==> src/rtl/mpsq_pkg.sv <==
// Package: sizes, command codes, status codes and state type for the message pool.
package mpsq_pkg;
    localparam int POOL_SLOTS  = 32;
    localparam int QUEUE_COUNT = 32;
    localparam int SENDER_BITS = 8;

    localparam int SLOT_W  = $clog2(POOL_SLOTS);
    localparam int LINK_W  = $clog2(POOL_SLOTS + 1);
    localparam int QID_W   = $clog2(QUEUE_COUNT);
    localparam int LIST_W  = $clog2(QUEUE_COUNT + 2);
    localparam int LISTS   = QUEUE_COUNT + 1;
    localparam int LIDX_W  = $clog2(LISTS);

    localparam logic [LINK_W-1:0] NIL       = LINK_W'(POOL_SLOTS);
    localparam logic [LIST_W-1:0] FREE_LIST = LIST_W'(QUEUE_COUNT);
    localparam logic [LIST_W-1:0] NO_LIST   = LIST_W'(QUEUE_COUNT + 1);

    // slot record: next, prev, owner
    localparam int REC_W = 2 * LINK_W + LIST_W;
    // list record: head, tail
    localparam int LREC_W = 2 * LINK_W;

    typedef enum logic [2:0] {
        CMD_ALLOC  = 3'd0,
        CMD_FREE   = 3'd1,
        CMD_APPEND = 3'd2,
        CMD_PUSH   = 3'd3,
        CMD_POP    = 3'd4,
        CMD_PEEK   = 3'd5,
        CMD_TEST   = 3'd6,
        CMD_CLEAR  = 3'd7
    } cmd_t;

    typedef enum logic [1:0] {
        ST_OK      = 2'd0,
        ST_EMPTY   = 2'd1,
        ST_NOMATCH = 2'd2
    } status_t;

    typedef enum logic [4:0] {
        S_INIT,       // reset sweep of slot and list memories
        S_IDLE,
        S_LHEAD,      // read list record of target list
        S_CHK,        // list record ready
        S_SREAD,      // slot record read issued
        S_UNLINK,     // slot record ready: unlink step 1
        S_UNP,        // read prev slot
        S_UNPW,       // write prev.next
        S_UNN,        // read next slot
        S_UNNW,       // write next.prev
        S_UNL,        // read owner list record
        S_UNLW,       // write owner list record
        S_INS,        // read target list record
        S_INSR,       // list record ready
        S_INSO,       // read old head/tail slot
        S_INSOW,      // write neighbor link
        S_INSW,       // write slot and list record
        S_WALK,       // pop walk: read slot
        S_WALKR,      // slot record + tag ready
        S_CLR,        // clear walk: read slot
        S_CLRR,
        S_FIN,        // read list record for empty flag
        S_FINR,
        S_OUT
    } state_t;
endpackage

==> src/rtl/mpsq_ram.sv <==
// Generic single-port RAM with registered read.
module mpsq_ram #(
    parameter int WIDTH = 8,
    parameter int DEPTH = 32
) (
    input  logic                     clk,
    input  logic                     we,
    input  logic [$clog2(DEPTH)-1:0] addr,
    input  logic [WIDTH-1:0]         wdata,
    output logic [WIDTH-1:0]         rdata
);
    logic [WIDTH-1:0] mem [DEPTH];

    always_ff @(posedge clk)
    begin
        if (we)
        begin
            mem[addr] <= wdata;
        end
        rdata <= mem[addr];
    end
endmodule

==> src/rtl/message_pool_with_sender_queues_top.sv <==
// Top level: message pool with linked-list queues and free list.
// One command at a time; out_valid rises once the result of the accepted command is ready.
// Pop walks the queue from its head one slot at a time until the sender tag matches
// (any_sender matches every slot) or the list ends; clear walks and detaches every
// slot of the queue. A new command can be accepted once out_valid rises.
// After reset a sweep initializes the memories; no item is accepted until it ends.
module message_pool_with_sender_queues_top (
    input  logic       clk,
    input  logic       rst_n,
    input  logic       in_valid,
    output logic       in_stall,
    input  logic [2:0] cmd,
    input  logic [4:0] queue_id,
    input  logic [4:0] slot_index,
    input  logic [7:0] sender_id,
    input  logic       any_sender,
    output logic       out_valid,
    input  logic       out_stall,
    output logic [1:0] status,
    output logic [4:0] result_slot,
    output logic [7:0] result_sender,
    output logic       queue_empty
);
    localparam int LW = mpsq_pkg::LINK_W;
    localparam int OW = mpsq_pkg::LIST_W;
    localparam int SW = mpsq_pkg::SLOT_W;
    localparam int IW = mpsq_pkg::LIDX_W;
    localparam int TW = mpsq_pkg::SENDER_BITS;

    mpsq_pkg::state_t state_reg, state_next;

    // command registers
    mpsq_pkg::cmd_t   cmd_reg, cmd_next;
    logic [IW-1:0]    q_reg, q_next;
    logic [SW-1:0]    s_reg, s_next;
    logic [TW-1:0]    snd_reg, snd_next;
    logic             any_reg, any_next;
    // work registers
    logic [LW-1:0]    cur_reg, cur_next;
    logic [LW-1:0]    p_reg, p_next, n_reg, n_next;
    logic [OW-1:0]    own_reg, own_next;
    logic [IW-1:0]    ins_reg, ins_next;     // list to insert into
    logic [LW-1:0]    oth_reg, oth_next;     // old head/tail of insert list
    logic [LW-1:0]    lh_reg, lh_next, lt_reg, lt_next;
    logic [SW:0]      steps_reg, steps_next;
    logic [IW:0]      init_reg, init_next;
    // result being built
    logic [1:0]       st_reg, st_next;
    logic [SW-1:0]    rs_reg, rs_next;
    logic [TW-1:0]    rt_reg, rt_next;
    logic             qe_reg, qe_next;
    logic             ov_reg, ov_next;
    // result on the output, held while stalled
    logic [1:0]       ost_reg, ost_next;
    logic [SW-1:0]    ors_reg, ors_next;
    logic [TW-1:0]    ort_reg, ort_next;
    logic             oqe_reg, oqe_next;

    // memories
    logic                        s_we, l_we, t_we;
    logic [SW-1:0]               s_addr, t_addr;
    logic [IW-1:0]               l_addr;
    logic [mpsq_pkg::REC_W-1:0]  s_wd, s_rd;
    logic [mpsq_pkg::LREC_W-1:0] l_wd, l_rd;
    logic [TW-1:0]               t_wd, t_rd;

    logic [LW-1:0] rd_next_l, rd_prev_l, rd_head, rd_tail;
    logic [OW-1:0] rd_own;
    assign rd_next_l = s_rd[mpsq_pkg::REC_W-1 -: LW];
    assign rd_prev_l = s_rd[OW + LW - 1 -: LW];
    assign rd_own    = s_rd[OW-1:0];
    assign rd_head   = l_rd[2*LW-1 -: LW];
    assign rd_tail   = l_rd[LW-1:0];

    mpsq_ram #(.WIDTH(mpsq_pkg::REC_W), .DEPTH(mpsq_pkg::POOL_SLOTS)) u_slot (
        .clk(clk), .we(s_we), .addr(s_addr), .wdata(s_wd), .rdata(s_rd));
    mpsq_ram #(.WIDTH(mpsq_pkg::LREC_W), .DEPTH(mpsq_pkg::LISTS)) u_list (
        .clk(clk), .we(l_we), .addr(l_addr), .wdata(l_wd), .rdata(l_rd));
    mpsq_ram #(.WIDTH(TW), .DEPTH(mpsq_pkg::POOL_SLOTS)) u_tag (
        .clk(clk), .we(t_we), .addr(t_addr), .wdata(t_wd), .rdata(t_rd));

    assign in_stall      = (state_reg != mpsq_pkg::S_IDLE);
    assign out_valid     = ov_reg;
    assign status        = ost_reg;
    assign result_slot   = 5'(ors_reg);
    assign result_sender = 8'(ort_reg);
    assign queue_empty   = oqe_reg;

    // control registers
    always_ff @(posedge clk or negedge rst_n)
    begin
        if (!rst_n)
        begin
            state_reg <= mpsq_pkg::S_INIT;
            init_reg  <= '0;
            ov_reg    <= 1'b0;
        end
        else
        begin
            state_reg <= state_next;
            init_reg  <= init_next;
            ov_reg    <= ov_next;
        end
    end

    // payload registers
    always_ff @(posedge clk)
    begin
        cmd_reg <= cmd_next;   q_reg <= q_next;   s_reg <= s_next;
        snd_reg <= snd_next;   any_reg <= any_next;
        cur_reg <= cur_next;   p_reg <= p_next;   n_reg <= n_next;
        own_reg <= own_next;   ins_reg <= ins_next; oth_reg <= oth_next;
        lh_reg <= lh_next;     lt_reg <= lt_next; steps_reg <= steps_next;
        st_reg <= st_next;     rs_reg <= rs_next; rt_reg <= rt_next;
        qe_reg <= qe_next;
        ost_reg <= ost_next;   ors_reg <= ors_next; ort_reg <= ort_next;
        oqe_reg <= oqe_next;
    end

    // next state
    always_comb
    begin
        state_next = state_reg;
        case (state_reg)
            mpsq_pkg::S_INIT:
                if (init_reg == (IW+1)'(mpsq_pkg::LISTS - 1)) state_next = mpsq_pkg::S_IDLE;
            mpsq_pkg::S_IDLE:
                if (in_valid) state_next = mpsq_pkg::S_LHEAD;
            mpsq_pkg::S_LHEAD: state_next = mpsq_pkg::S_CHK;
            mpsq_pkg::S_CHK:
                case (cmd_reg)
                    mpsq_pkg::CMD_ALLOC:
                        state_next = (rd_head == mpsq_pkg::NIL) ? mpsq_pkg::S_FIN
                                                                : mpsq_pkg::S_SREAD;
                    mpsq_pkg::CMD_FREE, mpsq_pkg::CMD_APPEND, mpsq_pkg::CMD_PUSH:
                        state_next = mpsq_pkg::S_SREAD;
                    mpsq_pkg::CMD_POP:
                        state_next = (rd_head == mpsq_pkg::NIL) ? mpsq_pkg::S_FIN
                                                                : mpsq_pkg::S_WALK;
                    mpsq_pkg::CMD_PEEK:
                        state_next = (rd_head == mpsq_pkg::NIL) ? mpsq_pkg::S_FIN
                                                                : mpsq_pkg::S_SREAD;
                    // clear with empty queue: nothing to walk
                    mpsq_pkg::CMD_CLEAR:
                        state_next = (rd_head == mpsq_pkg::NIL) ? mpsq_pkg::S_FIN
                                                                : mpsq_pkg::S_CLR;
                    default: state_next = mpsq_pkg::S_FIN;
                endcase
            mpsq_pkg::S_SREAD: state_next = mpsq_pkg::S_UNLINK;
            mpsq_pkg::S_UNLINK:
                if (cmd_reg == mpsq_pkg::CMD_PEEK) state_next = mpsq_pkg::S_FIN;
                else if (rd_own > mpsq_pkg::FREE_LIST)
                    state_next = (cmd_reg == mpsq_pkg::CMD_ALLOC || cmd_reg == mpsq_pkg::CMD_POP)
                                 ? mpsq_pkg::S_FIN : mpsq_pkg::S_INS;
                else state_next = mpsq_pkg::S_UNP;
            mpsq_pkg::S_UNP:  state_next = mpsq_pkg::S_UNPW;
            mpsq_pkg::S_UNPW: state_next = mpsq_pkg::S_UNN;
            mpsq_pkg::S_UNN:  state_next = mpsq_pkg::S_UNNW;
            mpsq_pkg::S_UNNW: state_next = mpsq_pkg::S_UNL;
            mpsq_pkg::S_UNL:  state_next = mpsq_pkg::S_UNLW;
            mpsq_pkg::S_UNLW:
                state_next = (cmd_reg == mpsq_pkg::CMD_ALLOC || cmd_reg == mpsq_pkg::CMD_POP)
                             ? mpsq_pkg::S_FIN : mpsq_pkg::S_INS;
            mpsq_pkg::S_INS:  state_next = mpsq_pkg::S_INSR;
            mpsq_pkg::S_INSR: state_next = mpsq_pkg::S_INSO;
            mpsq_pkg::S_INSO: state_next = mpsq_pkg::S_INSOW;
            mpsq_pkg::S_INSOW: state_next = mpsq_pkg::S_INSW;
            mpsq_pkg::S_INSW: state_next = mpsq_pkg::S_FIN;
            mpsq_pkg::S_WALK: state_next = mpsq_pkg::S_WALKR;
            mpsq_pkg::S_WALKR:
                if (any_reg || t_rd == snd_reg) state_next = mpsq_pkg::S_UNLINK;
                else if (rd_next_l == mpsq_pkg::NIL
                         || steps_reg == (SW+1)'(mpsq_pkg::POOL_SLOTS - 1))
                    state_next = mpsq_pkg::S_FIN;
                else state_next = mpsq_pkg::S_WALK;
            mpsq_pkg::S_CLR: state_next = mpsq_pkg::S_CLRR;
            mpsq_pkg::S_CLRR:
                state_next = (rd_next_l == mpsq_pkg::NIL
                              || steps_reg == (SW+1)'(mpsq_pkg::POOL_SLOTS - 1))
                             ? mpsq_pkg::S_FIN : mpsq_pkg::S_CLR;
            mpsq_pkg::S_FIN:  state_next = mpsq_pkg::S_FINR;
            mpsq_pkg::S_FINR: state_next = mpsq_pkg::S_OUT;
            mpsq_pkg::S_OUT:
                if (!ov_reg || !out_stall) state_next = mpsq_pkg::S_IDLE;
            default: state_next = mpsq_pkg::S_IDLE;
        endcase
    end

    // datapath and memory control
    always_comb
    begin
        cmd_next = cmd_reg; q_next = q_reg; s_next = s_reg; snd_next = snd_reg;
        any_next = any_reg; cur_next = cur_reg; p_next = p_reg; n_next = n_reg;
        own_next = own_reg; ins_next = ins_reg; oth_next = oth_reg;
        lh_next = lh_reg; lt_next = lt_reg; steps_next = steps_reg;
        st_next = st_reg; rs_next = rs_reg; rt_next = rt_reg; qe_next = qe_reg;
        ost_next = ost_reg; ors_next = ors_reg; ort_next = ort_reg; oqe_next = oqe_reg;
        init_next = init_reg;
        ov_next = ov_reg && out_stall;
        s_we = 1'b0; l_we = 1'b0; t_we = 1'b0;
        s_addr = cur_reg[SW-1:0]; l_addr = q_reg; t_addr = cur_reg[SW-1:0];
        s_wd = '0; l_wd = '0; t_wd = snd_reg;
        case (state_reg)
            mpsq_pkg::S_INIT:
            begin
                // slot i: next i-1 (NIL for 0), prev i+1 (NIL for top), owner free
                s_addr = init_reg[SW-1:0];
                s_we = (init_reg < (IW+1)'(mpsq_pkg::POOL_SLOTS));
                s_wd = {(init_reg == '0) ? mpsq_pkg::NIL : LW'(init_reg - 1'b1),
                        LW'(init_reg + 1'b1), mpsq_pkg::FREE_LIST};
                l_addr = init_reg[IW-1:0];
                l_we = 1'b1;
                l_wd = (init_reg == (IW+1)'(mpsq_pkg::QUEUE_COUNT))
                       ? {LW'(mpsq_pkg::POOL_SLOTS - 1), LW'(0)}
                       : {mpsq_pkg::NIL, mpsq_pkg::NIL};
                init_next = init_reg + 1'b1;
            end
            mpsq_pkg::S_IDLE:
            begin
                cmd_next = mpsq_pkg::cmd_t'(cmd);
                q_next = IW'(queue_id % mpsq_pkg::QUEUE_COUNT);
                s_next = SW'(slot_index % mpsq_pkg::POOL_SLOTS);
                snd_next = TW'(sender_id);
                any_next = any_sender;
                st_next = mpsq_pkg::ST_OK; rs_next = '0; rt_next = '0;
                steps_next = '0;
            end
            mpsq_pkg::S_LHEAD:
            begin
                l_addr = (cmd_reg == mpsq_pkg::CMD_ALLOC) ? IW'(mpsq_pkg::QUEUE_COUNT) : q_reg;
            end
            mpsq_pkg::S_CHK:
            begin
                cur_next = (cmd_reg == mpsq_pkg::CMD_FREE || cmd_reg == mpsq_pkg::CMD_APPEND
                            || cmd_reg == mpsq_pkg::CMD_PUSH) ? LW'(s_reg) : rd_head;
                ins_next = (cmd_reg == mpsq_pkg::CMD_FREE) ? IW'(mpsq_pkg::QUEUE_COUNT) : q_reg;
                case (cmd_reg)
                    mpsq_pkg::CMD_ALLOC, mpsq_pkg::CMD_POP, mpsq_pkg::CMD_PEEK:
                        if (rd_head == mpsq_pkg::NIL) st_next = mpsq_pkg::ST_EMPTY;
                    mpsq_pkg::CMD_TEST:
                        st_next = (rd_head == mpsq_pkg::NIL) ? mpsq_pkg::ST_EMPTY
                                                             : mpsq_pkg::ST_OK;
                    default: ;
                endcase
                if (cmd_reg == mpsq_pkg::CMD_POP && rd_head != mpsq_pkg::NIL)
                    st_next = mpsq_pkg::ST_NOMATCH;
            end
            mpsq_pkg::S_SREAD: ;
            mpsq_pkg::S_UNLINK:
            begin
                p_next = rd_prev_l; n_next = rd_next_l; own_next = rd_own;
                if (cmd_reg == mpsq_pkg::CMD_PEEK)
                begin
                    rs_next = cur_reg[SW-1:0]; rt_next = t_rd;
                end
                else if (cmd_reg == mpsq_pkg::CMD_ALLOC || cmd_reg == mpsq_pkg::CMD_POP)
                begin
                    rs_next = cur_reg[SW-1:0];
                    if (cmd_reg == mpsq_pkg::CMD_POP) rt_next = t_rd;
                    st_next = mpsq_pkg::ST_OK;
                end
                else
                begin
                    rs_next = cur_reg[SW-1:0];
                    if (cmd_reg != mpsq_pkg::CMD_FREE) rt_next = snd_reg;
                end
                // detach the slot itself
                if (cmd_reg != mpsq_pkg::CMD_PEEK && rd_own <= mpsq_pkg::FREE_LIST)
                begin
                    s_we = 1'b1;
                    s_wd = {mpsq_pkg::NIL, mpsq_pkg::NIL, mpsq_pkg::NO_LIST};
                end
            end
            mpsq_pkg::S_UNP: s_addr = p_reg[SW-1:0];
            mpsq_pkg::S_UNPW:
            begin
                s_addr = p_reg[SW-1:0];
                s_we = (p_reg != mpsq_pkg::NIL);
                s_wd = {n_reg, rd_prev_l, rd_own};
            end
            mpsq_pkg::S_UNN: s_addr = n_reg[SW-1:0];
            mpsq_pkg::S_UNNW:
            begin
                s_addr = n_reg[SW-1:0];
                s_we = (n_reg != mpsq_pkg::NIL);
                s_wd = {rd_next_l, p_reg, rd_own};
            end
            mpsq_pkg::S_UNL: l_addr = own_reg[IW-1:0];
            mpsq_pkg::S_UNLW:
            begin
                l_addr = own_reg[IW-1:0];
                l_we = 1'b1;
                l_wd = {(p_reg == mpsq_pkg::NIL) ? n_reg : rd_head,
                        (n_reg == mpsq_pkg::NIL) ? p_reg : rd_tail};
            end
            mpsq_pkg::S_INS: l_addr = ins_reg;
            mpsq_pkg::S_INSR:
            begin
                l_addr = ins_reg;
                lh_next = rd_head; lt_next = rd_tail;
                oth_next = (cmd_reg == mpsq_pkg::CMD_PUSH) ? rd_head : rd_tail;
            end
            mpsq_pkg::S_INSO: s_addr = oth_reg[SW-1:0];
            mpsq_pkg::S_INSOW:
            begin
                s_addr = oth_reg[SW-1:0];
                s_we = (oth_reg != mpsq_pkg::NIL);
                s_wd = (cmd_reg == mpsq_pkg::CMD_PUSH)
                       ? {rd_next_l, LW'(s_reg), rd_own}
                       : {LW'(s_reg), rd_prev_l, rd_own};
            end
            mpsq_pkg::S_INSW:
            begin
                s_addr = s_reg; s_we = 1'b1;
                l_addr = ins_reg; l_we = 1'b1;
                t_addr = s_reg; t_we = (cmd_reg != mpsq_pkg::CMD_FREE);
                if (cmd_reg == mpsq_pkg::CMD_PUSH)
                begin
                    s_wd = {oth_reg, mpsq_pkg::NIL, OW'(ins_reg)};
                    l_wd = {LW'(s_reg), (oth_reg == mpsq_pkg::NIL) ? LW'(s_reg) : lt_reg};
                end
                else
                begin
                    s_wd = {mpsq_pkg::NIL, oth_reg, OW'(ins_reg)};
                    l_wd = {(oth_reg == mpsq_pkg::NIL) ? LW'(s_reg) : lh_reg, LW'(s_reg)};
                end
            end
            mpsq_pkg::S_WALK, mpsq_pkg::S_CLR: ;
            mpsq_pkg::S_WALKR:
            begin
                steps_next = steps_reg + 1'b1;
                if (!(any_reg || t_rd == snd_reg)) cur_next = rd_next_l;
            end
            mpsq_pkg::S_CLRR:
            begin
                s_we = 1'b1;
                s_wd = {mpsq_pkg::NIL, mpsq_pkg::NIL, mpsq_pkg::NO_LIST};
                cur_next = rd_next_l;
                steps_next = steps_reg + 1'b1;
                l_we = (rd_next_l == mpsq_pkg::NIL
                        || steps_reg == (SW+1)'(mpsq_pkg::POOL_SLOTS - 1));
                l_wd = {mpsq_pkg::NIL, mpsq_pkg::NIL};
            end
            mpsq_pkg::S_FIN: ;
            mpsq_pkg::S_FINR: qe_next = (rd_head == mpsq_pkg::NIL);
            mpsq_pkg::S_OUT:
                // move the finished result to the output once it is free
                if (!ov_reg || !out_stall)
                begin
                    ov_next = 1'b1;
                    ost_next = st_reg; ors_next = rs_reg;
                    ort_next = rt_reg; oqe_next = qe_reg;
                end
            default: ;
        endcase
    end
endmodule
==> config.mk <==
export PLATFORM = sky130hd
export DESIGN_NAME = message_pool_with_sender_queues_top
export DESIGN_NICKNAME = d
export VERILOG_FILES = /design/src/rtl/mpsq_pkg.sv /design/src/rtl/mpsq_ram.sv /design/src/rtl/message_pool_with_sender_queues_top.sv
export SDC_FILE = /design/constraint.sdc
export NUM_CORES = 1
export LEC_CHECK = 0
export BUFFER_PORTS_ARGS = -buffer_cell sky130_fd_sc_hd__buf_2
export CAP_MARGIN = 20
export CORE_MARGIN = 2
export CORE_UTILIZATION = 29
export CTS_CLUSTER_SIZE = 20
export DETAILED_ROUTE_END_ITERATION = 10
export GPL_TIMING_DRIVEN = 0
export PLACE_DENSITY_LB_ADDON = 0.1
export SYNTH_ARGS = -nofsm -noshare
export SYNTH_HDL_FRONTEND = slang
export SYNTH_HIERARCHICAL = 1
export SYNTH_SLANG_ARGS = --single-unit
==> constraint.sdc <==
create_clock -name clk -period 4.1 [get_ports clk]
set_clock_uncertainty 0.2 [all_clocks]
set_input_delay 0.82 -clock clk [delete_from_list [all_inputs] [get_ports clk]]
set_output_delay 0.82 -clock clk [all_outputs]
set_load 0.005 [all_outputs]
==> impl_metrics.yaml <==
grt:
  grt_usage_pct: 18.4
  grt_pass1_wl_um: 251000
  grt_max_degree: 35
  grt_pass1_vias: 31700
  grt-ovfl-total: 0
  grt_antenna_before_repair: 10
place:
  dpl.hpwl_um: 124000
  placed_cell_area_um2: 60500
  port_buffers: 43
  pre_cts_ws_ns: -2.22
  gp_congestion: 0.841
critical_path:
  crit_type: "flip-flop to flip-flop"
  required_ns: 4.57
  cp-start-kind: "flip-flop"
  critPathArrivalTime_ns: 4.66
  critPathCaptureType: "flip-flop"
  worstPathMaxFanout: 10
synthesis:
  async_flop_share_pct: 0.938
  synth_edf_count: 1335
  synth_top_area_share_pct: 72.9
  synth_seq_cells: 1386
  avgSynthCellArea_um2: 16.8
  seq_area_frac_synth_pct: 74.9
  synth_area_um2: 55000
  yosys.area.top_type: "edfxtp_1"
  synth_top_flop_cell: "edfxtp_1"
  syn_nets: 3294
  synth_area_leaders: "edfxtp_1, mux2i_1, o22ai_1, dfxtp_1, buf_2"
  synthCells: 3264
  yosys_warnings: 6
  ys_types: 86
floorplan:
  num_rows: 159
  die_h_um: 439
  die-area_um2: 193000
  start_util_pct: 29.2
  core_area_um2: 188000
  die_x_um: 439
  io_pins: 44
clocking:
  cts_tree: "yes"
  cts_buffers: 158
  cts_sinks: 1386
  cts_max_level: 4
  clk_pin_slew_ns: 0.06
  cts-root-buf: "clkbuf_16"
  clock_path_buffers: 3
  clock_latency_ns: 0.83
timing:
  fin_crit_ns: 4.19
  slew_violations: 0
  tightestPinTransition_ns: 1.04
  max_freq_mhz: 239
  relSlewSlack_pct: 30.0
  finalHoldViolations: 0
  setup_slack_ns: -0.0871
  fin_crit_sh_pct: 102
  setup_violations: 2
  finalSetupTns_ns: -0.0933
  rsz0062_at_grt: "true"
route:
  routedWlPerCell_um: 28.2
  drt_pass1_iterations: 7
  routed_wl_um: 179000
  vias: 32000
  drt_iter0_drc: 2837
  detail-route-antenna-nets: 0
  viasPerCell: 5.04
  drc: 0
worst_hold_path:
  hold_class: "primary input to flip-flop"
power_and_ir_drop:
  cellPowerDensity_nw_per_um2: 762
  p_leak_nw: 23.8
  peakVddDrop_uv: 376
status:
  failed_checks: "setup timing"
  status: "finished with violations"
final_layout:
  largestRegisters: "u_slot/mem: 576 flops, u_list/mem: 396 flops, u_tag/mem: 256 flops"
  area_delta_synth_final_pct: 25.4
  design_area_um2: 68900
  largest_reg_flops: 576
  top_register: "u_slot/mem"
  fin_nets: 3753
  final_common_cell: "edfxtp_1"
  drive_gt1_share_pct: 25.6
  final_cell_mix: "edfxtp_1, mux2i_1, o22ai_1"
run:
  drv_cap: 0
area by class of cell:
type,count,area [µm²]
fillers,17600,119000
flip-flops and latches,1386,41200
multi-input cells,1658,14500
clock buffers,204,4170
repair buffers,317,3690
well taps,2495,3120
plain buffers,184,1560
clock inverters,80,649
inverters,18,71.3
diodes,4,10.0
where the power goes:
part	leakage (nW)	internal (mW)	switching, mW
Clock	2.34	7.42	5.82
Sequential	12.9	17.8	0.719
Combinational	8.54	7.40	13.4
Total	23.8	32.7	19.9
synth_stat cells, types with 8 or more instances:
cell and count:
nor2_1 139, a221oi_1 20, buf_2 118, nor2b_1 12, inv_1 18, and3_1 13
nand3_1 41, edfxtp_1 1335, nand3b_1 10, dfrtp_1 13, a221o_1 13, mux4_2 14
and2_1 9, nand2b_1 9, mux2_2 26, buf_4 9, o21ai_0 47, o211ai_1 12
a22oi_1 54, nand4bb_1 11, clkbuf_1 48, nand2_1 132, a21oi_1 44, nor3_1 28
a22o_1 18, buf_6 15, mux2i_1 525, or4b_1 8, a222oi_1 15, xnor2_1 9
xor2_1 16, nand4_1 9, dfxtp_1 38, nor4_1 60, buf_1 10, o221ai_1 16
o22ai_1 220
final timing paths:
check                      depth (start not counted)  slack [ns]                      from                          to
max                                               14       -0.09  state_reg[3]$_DFFE_PN0P_     u_list/rdata[3]$_DFF_P_
min                                                1         0.1              sender_id[7]        snd_reg[7]$_DFFE_PP_
max reg2reg                                       14       -0.09  state_reg[3]$_DFFE_PN0P_     u_list/rdata[3]$_DFF_P_
min reg2reg                                        0        0.22   rt_reg[5]$_SDFFCE_PN0P_  result_sender[5]$_DFFE_PP_
max in group asynchronous                          2        3.00                     rst_n    state_reg[4]$_DFFE_PN0P_
min in group asynchronous                          2        0.31                     rst_n    state_reg[3]$_DFFE_PN0P_
worst max-delay path, stage by stage (launching register included):
cell      delay, ns
dfrtp_1        0.36
buf_6          0.15
nor3_4         0.07
and2_1         0.20
buf_6          0.16
a222oi_1       0.71
o21ai_1        0.20
buf_4          0.22
buf_8          0.16
buf_12         0.16
buf_12         0.16
a21oi_1        0.12
o21ai_1        0.10
a222oi_1       0.83
o211ai_1       0.20
kinds of logic (layout without fill, tap and decap cells):
kind of cell | count (synthesis) | in the layout | share of synthesized area (%)
and+or+nand+nor | 538 | 538 | 5.12
adders and majority gates | 4 | 4 | 0.0910
buffers and inverters | 220 | 803 | 2.06
muxes | 571 | 571 | 10.9
other | 0 | 4 | 0
xor gates and xnor gates | 25 | 25 | 0.398
AOI/OAI and AO/OA | 520 | 520 | 6.56
DFF | 1386 | 1386 | 74.9
layer usage:
metal / vias to the layer above / share of wire (%) / track usage (%)
li1: 14100 / - / -
met1: 16600 / 44 / 25.1
met2: 961 / 48 / 29.8
met3: 250 / 5.2 / 3.22
met4: 0 / 2.8 / 5.79
met5: - / 0 / 0
per-stage QoR:
step	utilization (%)	hold WS (ns)	std cells	total power [mW]
3_5_place_dp	32.2	0.206	5910	36.5
6_report	36.7	0.0987	6346	52.6
2_1_floorplan	-	0.200	3264	27.9
5_1_grt	36.7	0.0401	6343	54.5
4_1_cts	36.3	0.0161	6308	52.3
3_3_place_gp	31.0	0.204	5802	35.7
timing repair:
item / CTS / global route
endpoints found under the hold margin: 34 / 0
resized for setup: 379 / 129
hold buffers: 22 / 0
cloned: 4 / 0
pin swaps: 74 / 45
setup buffers: 101 / 37
setup endpoints to repair: 1262 / 732
No activity file was read; power rests on OpenSTA's default activity.
